**src/rtl/gbn_pkg.sv**
```systemverilog
// ----------------------------------------------------------------------------
// gbn_pkg
// shared types and constants of the greedy box nms core
// ----------------------------------------------------------------------------
package gbn_pkg;

    // capacity of the kept list (one cell per kept box)
    localparam int MAX_KEPT   = 64;
    localparam int CNT_W      = $clog2(MAX_KEPT + 1);
    localparam int IDX_W      = (MAX_KEPT > 1) ? $clog2(MAX_KEPT) : 1;

    localparam int COORD_W    = 16;
    localparam int SLOT_W     = 7;
    localparam int AREA_W     = 32;
    localparam int THR_W      = 16;
    localparam int OV_W       = 16;
    localparam int UNI_W      = AREA_W + 1;
    localparam int PROD_W     = THR_W + UNI_W;

    localparam logic [THR_W-1:0] THR_RESET = 16'd29491;

    // apb port
    localparam int APB_ADDR_W = 3;
    localparam int APB_DATA_W = 32;
    localparam logic REG_IOU_THRESHOLD = 1'b0;

    typedef struct packed {
        logic [COORD_W-1:0] box_left;
        logic [COORD_W-1:0] box_top;
        logic [COORD_W-1:0] box_width;
        logic [COORD_W-1:0] box_height;
        logic               frame_start;
    } t_box_req;

    typedef struct packed {
        logic              keep;
        logic [SLOT_W-1:0] kept_slot;
        logic              list_full;
    } t_res;

    // one stored box with its area
    typedef struct packed {
        logic [COORD_W-1:0] left;
        logic [COORD_W-1:0] top;
        logic [COORD_W-1:0] width;
        logic [COORD_W-1:0] height;
        logic [AREA_W-1:0]  area;
    } t_kept;

    typedef struct packed {
        logic busy;
        logic hit;
    } t_iou_stat;

endpackage

```
**src/rtl/gbn_iou.sv**
```systemverilog
// ----------------------------------------------------------------------------
// gbn_iou
// pipelined overlap test: intersection * 2^16 > threshold * union
// ----------------------------------------------------------------------------
module gbn_iou import gbn_pkg::*; (
    input  logic             i_clk,
    input  logic             i_rst_n,
    input  logic             i_valid,
    input  t_kept            i_query,
    input  t_kept            i_ref,
    input  logic [THR_W-1:0] i_thr,
    output t_iou_stat        o_stat
);

    function automatic logic [OV_W-1:0] axis_ov(
        input logic [COORD_W-1:0] a0,
        input logic [COORD_W-1:0] al,
        input logic [COORD_W-1:0] b0,
        input logic [COORD_W-1:0] bl
    );
        logic [COORD_W:0] a1;
        logic [COORD_W:0] b1;
        logic [COORD_W:0] lo;
        logic [COORD_W:0] hi;
        logic [COORD_W:0] diff;
        a1   = (COORD_W+1)'(a0) + (COORD_W+1)'(al);
        b1   = (COORD_W+1)'(b0) + (COORD_W+1)'(bl);
        lo   = (a0 > b0) ? (COORD_W+1)'(a0) : (COORD_W+1)'(b0);
        hi   = (a1 < b1) ? a1 : b1;
        diff = (hi > lo) ? (hi - lo) : '0;
        // overlap never exceeds either length
        return diff[OV_W-1:0];
    endfunction

    logic                r_v1, r_v2, r_v3, r_v4;
    logic [OV_W-1:0]     r_ox, r_oy;
    logic [AREA_W-1:0]   r_area_b1, r_area_b2;
    logic [AREA_W-1:0]   r_inter2, r_inter3, r_inter4;
    logic [UNI_W-1:0]    r_uni3;
    logic [PROD_W-1:0]   r_prod4;

    always_ff @(posedge i_clk) begin
        if (!i_rst_n) begin
            r_v1 <= 1'b0;
            r_v2 <= 1'b0;
            r_v3 <= 1'b0;
            r_v4 <= 1'b0;
        end else begin
            r_v1 <= i_valid;
            r_v2 <= r_v1;
            r_v3 <= r_v2;
            r_v4 <= r_v3;
        end
    end

    always_ff @(posedge i_clk) begin
        // overlaps per axis
        r_ox      <= axis_ov(i_query.left, i_query.width, i_ref.left, i_ref.width);
        r_oy      <= axis_ov(i_query.top, i_query.height, i_ref.top, i_ref.height);
        r_area_b1 <= i_ref.area;
        // intersection
        r_inter2  <= AREA_W'(r_ox) * AREA_W'(r_oy);
        r_area_b2 <= r_area_b1;
        // union, never negative
        r_uni3    <= UNI_W'(i_query.area) + UNI_W'(r_area_b2) - UNI_W'(r_inter2);
        r_inter3  <= r_inter2;
        // threshold times union
        r_prod4   <= PROD_W'(i_thr) * PROD_W'(r_uni3);
        r_inter4  <= r_inter3;
    end

    assign o_stat.busy = r_v1 | r_v2 | r_v3 | r_v4;
    assign o_stat.hit  = r_v4 && ({1'b0, r_inter4, 16'h0000} > r_prod4);

endmodule

```
**config.mk**
```make
export PLATFORM = sky130hd
export DESIGN_NAME = gbn_iou
export DESIGN_NICKNAME = d
export VERILOG_FILES = /design/src/rtl/gbn_pkg.sv /design/src/rtl/gbn_iou.sv
export SDC_FILE = /design/constraint.sdc
export NUM_CORES = 2
export LEC_CHECK = 0
export ABC_CLOCK_PERIOD_IN_PS = 8200
export BUFFER_PORTS_ARGS = -buffer_cell sky130_fd_sc_hd__buf_2
export CORE_MARGIN = 2
export CORE_UTILIZATION = 60
export DETAILED_ROUTE_END_ITERATION = 10
export GPL_ROUTABILITY_DRIVEN = 0
export GPL_TIMING_DRIVEN = 0
export MAX_ROUTING_LAYER = met4
export PLACE_DENSITY_LB_ADDON = 0.2
export SYNTH_ARGS = -nofsm -noshare
export SYNTH_HDL_FRONTEND = slang
export SYNTH_SLANG_ARGS = --single-unit
```
**constraint.sdc**
```tcl
create_clock -name i_clk -period 8.2 [get_ports i_clk]
set_input_delay 0.82 -clock i_clk [delete_from_list [all_inputs] [get_ports i_clk]]
set_output_delay 0.82 -clock i_clk [all_outputs]
set_load 0.02 [all_outputs]
```
==> flow_summary.yaml <==
clocking:
  clockBufferDepth: 3
  post_cts_resize_count: 0
  cts.sinks: 278
  clk_latency_ns: 0.58
  cts_hold_buffers: 0
  numCtsBuffers: 30
  cts_htree_levels: 1
  postCtsSetupBuffers: 0
  root_buffer: "clkbuf_16"
  tritoncts: "built"
  clk_pin_slew_ns: 0.06
run:
  maxCapViolations: 0
placement:
  hpwl_um: 87100
  io_buffers: 212
  placed_cells: 5628
timing:
  setup_violations: 0
  period_share_pct: 93.0
  period_needed_ns: 7.63
  worstMarginPinSlew_ns: 0.953
  finalSetupTns_ns: 0
  max_freq_mhz: 131
  rsz0062_at_grt: "no"
  finalHoldViolations: 0
  slew_headroom_pct: 36.5
  finalMaxSlewViolations: 0
  timing.hold.ws_ns: 0.322
  skew_ns: 0.0127
final_layout:
  regArea_mm2: 0.00557
  fillers: 5676
  multi_input_area_mm2: 0.0309
  fin_cells: 5684
  utilization_pct: 65.2
  final_nets: 6112
  layout-area-overhead-vs-synth_pct: 7.89
  drive_gt1_share_pct: 6.51
  antenna_cells: 0
critical_path:
  crit_top_cell: "fa_1"
  cp-endpoint: "r_prod4[48]"
  worstPathCellList: "clkbuf_1 > nand2_1 > fa_1 > fa_1 > fa_1 > inv_1 > fa_1 > fa_1 > inv_1 > fa_1 > inv_1 > ha_1 > nand2_1 > o21ai_0 > a211oi_1 > a311oi_1 > o21ai_0 > a21boi_0 > nor4_1 > a311oi_1"
  crit_arrival_ns: 8.10
  startpoint: "r_uni3[12]"
  critPathRequiredTime_ns: 8.67
  r2r_slack_ns: 0.57
  path_max_fanout: 10
  worst_path_max_delay_cell: "a311oi_1"
  reg2reg_from: "r_uni3[12]"
  startpoint_type: "flip-flop"
  worstPathBufferInverterCount: 4
  critPathMaxStageDelay_ns: 0.71
  endpoint_kind: "flip-flop"
  crit_family: "adder cells"
  r2r_cells: 20
  crit_type: "flip-flop to flip-flop"
  crit_cells: 20
  r2r_end: "r_prod4[48]"
run_status:
  status: "finished, final reports clean"
detailed_routing:
  vias_per_cell: 5.53
  wl_um: 103000
  wl_per_cell_um: 18.2
  drtAntennaViolNets: 0
  drc: 0
  detail_route.first_pass.iterations: 6
  vias: 31400
  drt_iter0_markers: 2202
global_route:
  grt_pass1_vias: 32400
  grt_pass1_wl_um: 168000
  track_usage_pct: 31.4
  grt_start_max_net_pins: 17
  grt-ovfl-total: 0
  antenna_found_initial: 1
logic_synthesis:
  ys_types: 73
  synth.avg_cell_area_um2: 8.92
  synth_warnings: 0
  ys_seq_area_share_pct: 13.7
  syn_inst: 4543
  synth_flop_cell: "dfxtp_1"
  synth_edf_count: 0
  syn_nets: 5868
  ys_seq_elements: 278
  synth_area_mm2: 0.0405
  async_reset_ff_share_pct: 0
floorplan:
  io_pins: 213
  die_x_um: 264
  core_area_mm2: 0.0670
  row_count: 95
  die_h_um: 264
  initial_core_util_pct: 60.4
  dieArea_mm2: 0.0696
worst_hold_path:
  hold_class: "flip-flop to flip-flop"
==> layout by cell type, fill, tap and decap left out, types with 8 or more instances in the layout <==
cell	instances
a31oi_1	21
and3_1	11
a211o_1	8
o21ai_0	116
clkbuf_16	31
nor4_1	12
nor3_1	37
nand4_1	28
nand3_1	36
a21o_1	89
a21oi_1	170
nand2_1	565
fa_1	664
xnor2_1	102
o21bai_1	22
clkbuf_1	127
or3_1	9
inv_1	926
dfxtp_1	278
xor2_1	58
and4_1	9
o211ai_1	15
and2_1	348
mux2i_1	40
a211oi_1	23
nor2b_1	29
a21boi_0	12
buf_2	218
o31ai_1	10
ha_1	450
nor2_1	139
a21oi_2	10
or2_2	12
nand2b_1	20
o21a_1	43
==> worst min path at each step <==
stage	from	endpoint	slack (ns)	depth (start not counted)
global route	i_ref[15]	r_area_b1[15]	0.31	1
detailed placement	r_area_b1[13]	r_area_b2[13]	0.31	0
finish	r_area_b1[4]	r_area_b2[4]	0.32	0
global placement	r_inter3[30]	r_inter4[30]	0.31	0
CTS	i_ref[17]	r_area_b1[17]	0.32	1
floorplan	r_area_b1[0]	r_area_b2[0]	0.31	0
==> through the flow <==
step           setup slack [ns]  area (um2)
2_1_floorplan              1.73       40500
5_1_grt                   0.235       43700
3_5_place_dp              0.117       42700
3_3_place_gp              0.137       42700
6_report                  0.572       43700
4_1_cts                   0.640       43700
==> layout make-up <==
class | instances | share of cell area, %
multi-input combinational | 3203 | 70.8
timing repair buffer | 212 | 2.43
tap | 873 | 2.50
clock buffer | 34 | 1.85
clock inverter | 22 | 0.538
sequential | 278 | 12.7
inverter | 926 | 7.95
buffer | 136 | 1.23
==> registers in the layout, summed over array words and instances (netlist names), 16 cells and up <==
| signal | count |
|---|---|
| r_prod4 | 49 |
| r_uni3 | 33 |
| r_area_b1 | 32 |
| r_area_b2 | 32 |
| r_inter2 | 32 |
| r_inter3 | 32 |
| r_inter4 | 32 |
| r_ox | 16 |
| r_oy | 16 |
==> logic make-up (layout without fill, tap and decap cells) <==
group / after synthesis / count (layout) / synth area share [%]
and+or+nand+nor: 1269 / 1269 / 15.1
adders and majority gates: 1114 / 1114 / 46.7
buffers and inverters: 1062 / 1330 / 9.90
AOI/OAI and AO/OA: 617 / 617 / 9.99
DFF: 278 / 278 / 13.7
xor gates and xnor gates: 160 / 160 / 3.46
muxes: 43 / 43 / 1.08
==> synthesized netlist by cell type, drive strengths merged, types with 8 or more instances <==
cell	n	area, um2
inv	926	3480
fa	664	13300
nand2	565	2120
ha	450	5630
and2	349	2180
dfxtp	278	5570
a21oi	180	938
nor2	139	522
clkbuf	126	473
o21ai	121	606
xnor2	102	893
a21o	89	668
xor2	58	508
o21a	43	323
mux2i	41	414
nor3	37	185
nand3	36	180
nor2b	29	181
nand4	28	175
a211oi	23	173
a31oi	22	153
o21bai	22	165
nand2b	20	125
o211ai	15	113
a21boi	12	90.1
nor4	12	75.1
o31ai	12	109
or2	12	75.1
and3	11	68.8
buf	10	63.8
and4	9	78.8
or3	9	56.3
a211o	8	70.1
a221oi	8	76.3
==> worst register-to-register path, stage by stage (launching register included) <==
cell and delay, ns:
dfxtp_1 0.57, clkbuf_1 0.58, nand2_1 0.17, fa_1 0.56, fa_1 0.52, fa_1 0.51, inv_1 0.05, fa_1 0.48
fa_1 0.51, inv_1 0.05, fa_1 0.49, inv_1 0.06, ha_1 0.37, nand2_1 0.09, o21ai_0 0.44, a211oi_1 0.25
a311oi_1 0.71, o21ai_0 0.38, a21boi_0 0.33, nor4_1 0.09, a311oi_1 0.30
==> routing by layer <==
layer / vias to the layer above / global-route usage, % / share of wire [%]
met3: 257 / 4.74 / 8.1
met1: 15200 / 39.2 / 40
li1: 14700 / - / -
met5: - / - / 0
met4: 0 / 11.8 / 4.3
met2: 1220 / 51.7 / 47
Power is not shown: default switching activity piles up to over one toggle a cycle in this logic, so the estimate is an artifact.
