## src/rtl/gbn_pkg.sv

```systemverilog
// ----------------------------------------------------------------------------
// gbn_pkg
// shared types and constants of the greedy box nms core
// ----------------------------------------------------------------------------
package gbn_pkg;

    // capacity of the kept list (one cell per kept box)
    localparam int MAX_KEPT   = 64;
    localparam int CNT_W      = $clog2(MAX_KEPT + 1);
    localparam int IDX_W      = (MAX_KEPT > 1) ? $clog2(MAX_KEPT) : 1;

    localparam int COORD_W    = 16;
    localparam int SLOT_W     = 7;
    localparam int AREA_W     = 32;
    localparam int THR_W      = 16;
    localparam int OV_W       = 16;
    localparam int UNI_W      = AREA_W + 1;
    localparam int PROD_W     = THR_W + UNI_W;

    localparam logic [THR_W-1:0] THR_RESET = 16'd29491;

    // apb port
    localparam int APB_ADDR_W = 3;
    localparam int APB_DATA_W = 32;
    localparam logic REG_IOU_THRESHOLD = 1'b0;

    typedef struct packed {
        logic [COORD_W-1:0] box_left;
        logic [COORD_W-1:0] box_top;
        logic [COORD_W-1:0] box_width;
        logic [COORD_W-1:0] box_height;
        logic               frame_start;
    } t_box_req;

    typedef struct packed {
        logic              keep;
        logic [SLOT_W-1:0] kept_slot;
        logic              list_full;
    } t_res;

    // one stored box with its area
    typedef struct packed {
        logic [COORD_W-1:0] left;
        logic [COORD_W-1:0] top;
        logic [COORD_W-1:0] width;
        logic [COORD_W-1:0] height;
        logic [AREA_W-1:0]  area;
    } t_kept;

    typedef struct packed {
        logic busy;
        logic hit;
    } t_iou_stat;

endpackage

```

## src/rtl/gbn_cell.sv

```systemverilog
// ----------------------------------------------------------------------------
// gbn_cell
// one slot of the kept-box ring, loads a new box or takes its neighbor's
// ----------------------------------------------------------------------------
module gbn_cell import gbn_pkg::*; (
    input  logic  i_clk,
    input  logic  i_shift,
    input  t_kept i_next,
    input  logic  i_load,
    input  t_kept i_load_data,
    output t_kept o_kept
);

    t_kept r_kept;

    always_ff @(posedge i_clk) begin
        if (i_load) begin
            r_kept <= i_load_data;
        end else if (i_shift) begin
            r_kept <= i_next;
        end
    end

    assign o_kept = r_kept;

endmodule

```

## config.mk

```make
export PLATFORM = sky130hd
export DESIGN_NAME = gbn_cell
export DESIGN_NICKNAME = d
export VERILOG_FILES = /design/src/rtl/gbn_pkg.sv /design/src/rtl/gbn_cell.sv
export SDC_FILE = /design/constraint.sdc
export NUM_CORES = 1
export LEC_CHECK = 0
export BUFFER_PORTS_ARGS = -buffer_cell sky130_fd_sc_hd__buf_2
export CAP_MARGIN = 15
export CORE_AREA = 2 2 113 115
export DETAILED_ROUTE_END_ITERATION = 8
export DIE_AREA = 0 0 115 117
export PLACE_DENSITY = 0.71
export SLEW_MARGIN = 10
export SYNTH_ARGS = -nofsm -noshare
export SYNTH_HDL_FRONTEND = slang
export SYNTH_SLANG_ARGS = --single-unit
```

## constraint.sdc

```tcl
create_clock -name i_clk -period 3.66 [get_ports i_clk]
set_input_delay 0.915 -clock i_clk [delete_from_list [all_inputs] [get_ports i_clk]]
set_output_delay 0.915 -clock i_clk [all_outputs]
set_load 0.01 [all_outputs]
```

==> impl_metrics.env, run 1 <==
export IMPL_status="complete, no violations"
export IMPL_synth_seq_area_share_pct=69.2
export IMPL_critPathMaxFanout=48
export IMPL_io_pins=291
export IMPL_irDropWorstVdd_mv=0.182
export IMPL_firstDrtPassIters=4
export IMPL_post_route_period_util_pct=59.0
export IMPL_cts_setup_buffers=0
export IMPL_grtUsageTotal_pct=13.7
export IMPL_wl_mm=9.90
export IMPL_finalSetupTns_ns=0
export IMPL_cts_path_max_buffers=2
export IMPL_fmaxAchievable_mhz=463
export IMPL_grt_pass1_vias=2746
export IMPL_critPathKind="in -> reg"
export IMPL_drt_met1_wl_mm=3.63
export IMPL_cp_end_kind="register"
export IMPL_die_y_um=117
export IMPL_grt_start_max_net_pins=53
export IMPL_cts_resized=0
export IMPL_setup_viol=0
export IMPL_p_leak_nw=2.78
export IMPL_syn_area_per_cell_um2=20.4
export IMPL_rsz0062_at_grt="false"
export IMPL_largest_register_ffs=96
export IMPL_clock_sinks=96
export IMPL_setup_worst_path_start="i_load"
export IMPL_syn_num_nets=399
export IMPL_wl_met2_mm=5.03
export IMPL_cp_endpoint="o_kept[59]$_DFFE_PP_"
export IMPL_ys_warnings_count=0
export IMPL_required_ns=3.75
export IMPL_multi_input_area_um2=1200
export IMPL_hold_buffers=0
export IMPL_final_cell_mix="buf_2, edfxtp_1, mux2_2"
export IMPL_cts_buffers=9
export IMPL_drv_slew=0
export IMPL_vias_per_cell=4.40
export IMPL_syn_area_um2=4170
export IMPL_worst_slew_pin_slew_ns=0.684
export IMPL_power_density_nw_per_um2=451
export IMPL_dieArea_um2=13500
export IMPL_fp_dieW_um=115
export IMPL_grt_first_pass_wirelength_mm=13.6
export IMPL_start_util_pct=33.8
export IMPL_instances_no_fill=653
export IMPL_min_period_ns=2.16
export IMPL_critPathArrivalTime_ns=2.25
export IMPL_cts_htree_levels=3
export IMPL_drt_iter0_drc=121
export IMPL_hold_viol_final=0
export IMPL_via_count=2873
export IMPL_io_buffers=290
export IMPL_place_inst=638
export IMPL_top_layer_used="met4"
export IMPL_ys_ff_latch=96
export IMPL_place_gp_congestion=0.740
export IMPL_nFillCells=1065
export IMPL_row_count=41
export IMPL_antenna_cells=0
export IMPL_regArea_um2=2880
export IMPL_drive_gt1_share_pct=80.3
export IMPL_post_route_drc_count=0
export IMPL_drtAntennaViolNets=0
export IMPL_hpwl_mm=7.76
export IMPL_cts_root_buf="clkbuf_16"
export IMPL_area_delta_synth_final_pct=45.0
export IMPL_drv_cap=0
export IMPL_final_common_cell="buf_2"
export IMPL_startpoint_type="primary input"
export IMPL_met3_length_mm=1.03
export IMPL_yosysUniqueCellTypes=6
export IMPL_cts_clk_slew_worst_paths_ns=0.06
export IMPL_grt_ovfl_total=0
export IMPL_cts_tree="done"
export IMPL_syn_inst=204
export IMPL_relSlewSlack_pct=54.4
export IMPL_core_um2=12300
export IMPL_avgRoutedWirePerCell_um=15.2
export IMPL_nNetsFinal=694
export IMPL_worst_hold_path_type="in -> reg"
export IMPL_antenna_found_initial=0
## how the worst min path moves through the flow
stage | from | end | slack, ns | cells after the start
finish | i_load_data[62] | o_kept[62]$_DFFE_PP_ | 0.87 | 2
global route | i_next[55] | o_kept[55]$_DFFE_PP_ | 0.86 | 2
CTS | i_next[74] | o_kept[74]$_DFFE_PP_ | 0.85 | 2
detailed placement | i_load_data[90] | o_kept[90]$_DFFE_PP_ | 1.22 | 2
global placement | i_next[1] | o_kept[1]$_DFFE_PP_ | 1.22 | 2
floorplan | i_load_data[64] | o_kept[64]$_DFFE_PP_ | 1.13 | 1
## per-stage QoR
stage / power (mW) / worst slack (ns) / instance area (um2) / utilization [%] / hold WS, ns
final: 2.72 / 1.50 / 6040 / 49.1 / 0.873
after global routing: 2.84 / 1.47 / 6040 / 49.1 / 0.857
after CTS: 2.77 / 1.50 / 6040 / 49.1 / 0.851
after detailed placement: 1.86 / 1.13 / 5760 / 46.8 / 1.22
after global placement: 1.85 / 1.18 / 5760 / 46.8 / 1.22
after floorplan: 1.62 / 0.715 / 4170 / - / 1.13
## cell type report
cell class | count | area share, %
clock buffers | 11 | 3.85
clock inverters | 4 | 0.767
multi-input cells | 97 | 19.8
flip-flops and latches | 96 | 47.7
well taps | 150 | 3.11
repair buffers | 295 | 24.7
## synthesized netlist by cell type
| master | count | share of area (%) |
|---|---|---|
| buf_2 | 6 | 0.72 |
| buf_6 | 5 | 1.4 |
| edfxtp_1 | 96 | 69 |
| mux2_2 | 67 | 18 |
| mux2_4 | 29 | 10 |
| or2_1 | 1 | 0.15 |
## kinds of logic after synthesis
family | after synthesis | share of synthesized area, %
mux | 96 | 28.6
flops | 96 | 69.2
buf+inv | 11 | 2.07
simple gates | 1 | 0.150
## worst max-delay path, stage by stage
cell and delay, ns:
buf_4 0.28, buf_4 0.57, mux2_2 0.40
## power breakdown
| group | switching [mW] | internal (mW) |
|---|---|---|
| sequential | 0.0304 | 1.35 |
| clock | 0.373 | 0.522 |
| combinational | 0.203 | 0.241 |
## routing by layer
metal | track usage [%] | up-vias
li1 | - | 1391
met2 | 23.7 | 179
met3 | 5.05 | 14
met5 | 0 | -
met1 | 14.6 | 1289
met4 | 7.79 | 0
Power figures use the tool's default switching activity.
==> run 2, diff against run 1 <==
CORE_AREA = 2 2 114 116   (was 2 2 113 115)
DIE_AREA = 0 0 116 118   (was 0 0 115 117)
PLACE_DENSITY = 0.67   (was 0.71)
clock period = 2.3 ns   (was 3.66 ns; I/O delays follow)
==> run 2 against run 1 <==
Effect of this change: core utilization is 0.27 points higher; count of clock-buffer cells in the layout is 1 lower; critical path depth is 2 lower; combinational power is 63% higher; wire length is 3.9% higher; non-clock buffer count is 1 higher; cell area is 1.4% higher; largest cell class unchanged; worst setup slack worse by 0.68 ns; worst hold slack worse by 0.34 ns; sequential power is 59% higher; flip-flop and latch count stayed put; power is 60% higher.
==> impl_metrics.env, run 2 (synthesis gave the netlist of run 1 again) <==
export IMPL_firstDrtPassIters=3
export IMPL_drt_met1_wl_mm=3.69
export IMPL_critPathMaxFanout=1
export IMPL_drive_gt1_share_pct=80.6
export IMPL_min_period_ns=1.48
export IMPL_area_delta_synth_final_pct=47.0
export IMPL_grtUsageTotal_pct=14.9
export IMPL_relSlewSlack_pct=78.5
export IMPL_place_gp_congestion=0.738
export IMPL_crit_path_max_incr_delay_ns=0.40
export IMPL_path_depth=1
export IMPL_worst_hold_path_type="in -> reg"
export IMPL_stdcell_area_um2=6120
export IMPL_io_buffers=290
export IMPL_critPathSlowestCell="edfxtp_1"
export IMPL_critPathArrivalTime_ns=0.90
export IMPL_top_layer_used="met4"
export IMPL_start_util_pct=33.6
export IMPL_cts_htree_levels=3
export IMPL_fin_total_pwr_mw=4.35
export IMPL_final_common_cell="buf_2"
export IMPL_cp_top_family="flip-flops"
export IMPL_via_count=2942
export IMPL_grt_pass1_vias=3107
export IMPL_wl_met2_mm=5.35
export IMPL_place_inst=661
export IMPL_cp_end_kind="primary output"
export IMPL_io_pins=291
export IMPL_wl_mm=10.3
export IMPL_cts_setup_buffers=0
export IMPL_instances_no_fill=676
export IMPL_drtAntennaViolNets=0
export IMPL_met3_length_mm=1.01
export IMPL_nNetsFinal=695
export IMPL_startpoint_type="register"
export IMPL_post_route_period_util_pct=64.3
export IMPL_avgRoutedWirePerCell_um=15.2
export IMPL_place_area_um2=5850
export IMPL_rsz0062_at_grt="false"
export IMPL_grt_ovfl_total=0
export IMPL_hold_buffers=0
export IMPL_fp_dieW_um=116
export IMPL_utilization_pct=49.3
export IMPL_final_cell_mix="buf_2, edfxtp_1, mux2_2"
export IMPL_grt_first_pass_wirelength_mm=15.2
export IMPL_cts_resized=0
export IMPL_clock_sinks=96
export IMPL_whs_path_depth=2
export IMPL_row_count=41
export IMPL_drv_cap=0
export IMPL_path_buf_inv=1
export IMPL_fin_hold_ws_ns=0.532
export IMPL_fin_ws_ns=0.822
export IMPL_worst_slew_pin_slew_ns=0.322
export IMPL_cts_clk_slew_worst_paths_ns=0.06
export IMPL_dieArea_um2=13700
export IMPL_irDropWorstVdd_mv=0.275
export IMPL_antenna_found_initial=0
export IMPL_grt_start_max_net_pins=53
export IMPL_cts_path_max_buffers=2
export IMPL_core_um2=12400
export IMPL_post_route_drc_count=0
export IMPL_finalSetupTns_ns=0
export IMPL_hold_viol_final=0
export IMPL_setup_viol=0
export IMPL_largest_register_ffs=96
export IMPL_p_leak_nw=2.81
export IMPL_dpl_worst_slack_ns=0.488
export IMPL_cts_tree="done"
export IMPL_vias_per_cell=4.35
export IMPL_antenna_cells=0
export IMPL_die_y_um=118
export IMPL_critPathKind="reg -> out"
export IMPL_drt_iter0_drc=98
export IMPL_fmaxAchievable_mhz=676
export IMPL_cts_buffers=9
export IMPL_cp_cell_sequence="buf_2"
export IMPL_drv_slew=0
export IMPL_power_density_nw_per_um2=711
export IMPL_required_ns=1.73
export IMPL_status="complete, no violations"
export IMPL_cts_root_buf="clkbuf_16"
export IMPL_hpwl_mm=8.12
[run 2: cell type report]
cell class	count	area, um2
Timing Repair Buffer	296	1550
Clock buffer	10	229
Fill cell	1156	6290
Tap cell	172	215
Clock inverter	5	48.8
Sequential cell	96	2880
Multi-Input combinational cell	97	1200
[run 2: worst paths after layout]
kind | start | to | slack [ns]
worst max-delay path | o_kept[69]$_DFFE_PP_ | o_kept[69] | 0.82
worst min-delay path | i_load_data[79] | o_kept[79]$_DFFE_PP_ | 0.53
[run 2: per-layer routing]
layer	up-vias	global-route usage (%)
li1	1396	-
met1	1352	15.5
met2	176	26.4
met3	18	4.69
met4	0	7.51
met5	-	0
[run 2: power by group]
group | leakage, nW | internal, mW | switching (mW)
clock network | 0.140 | 0.827 | 0.604
logic | 1.69 | 0.395 | 0.331
registers | 0.978 | 2.15 | 0.0459
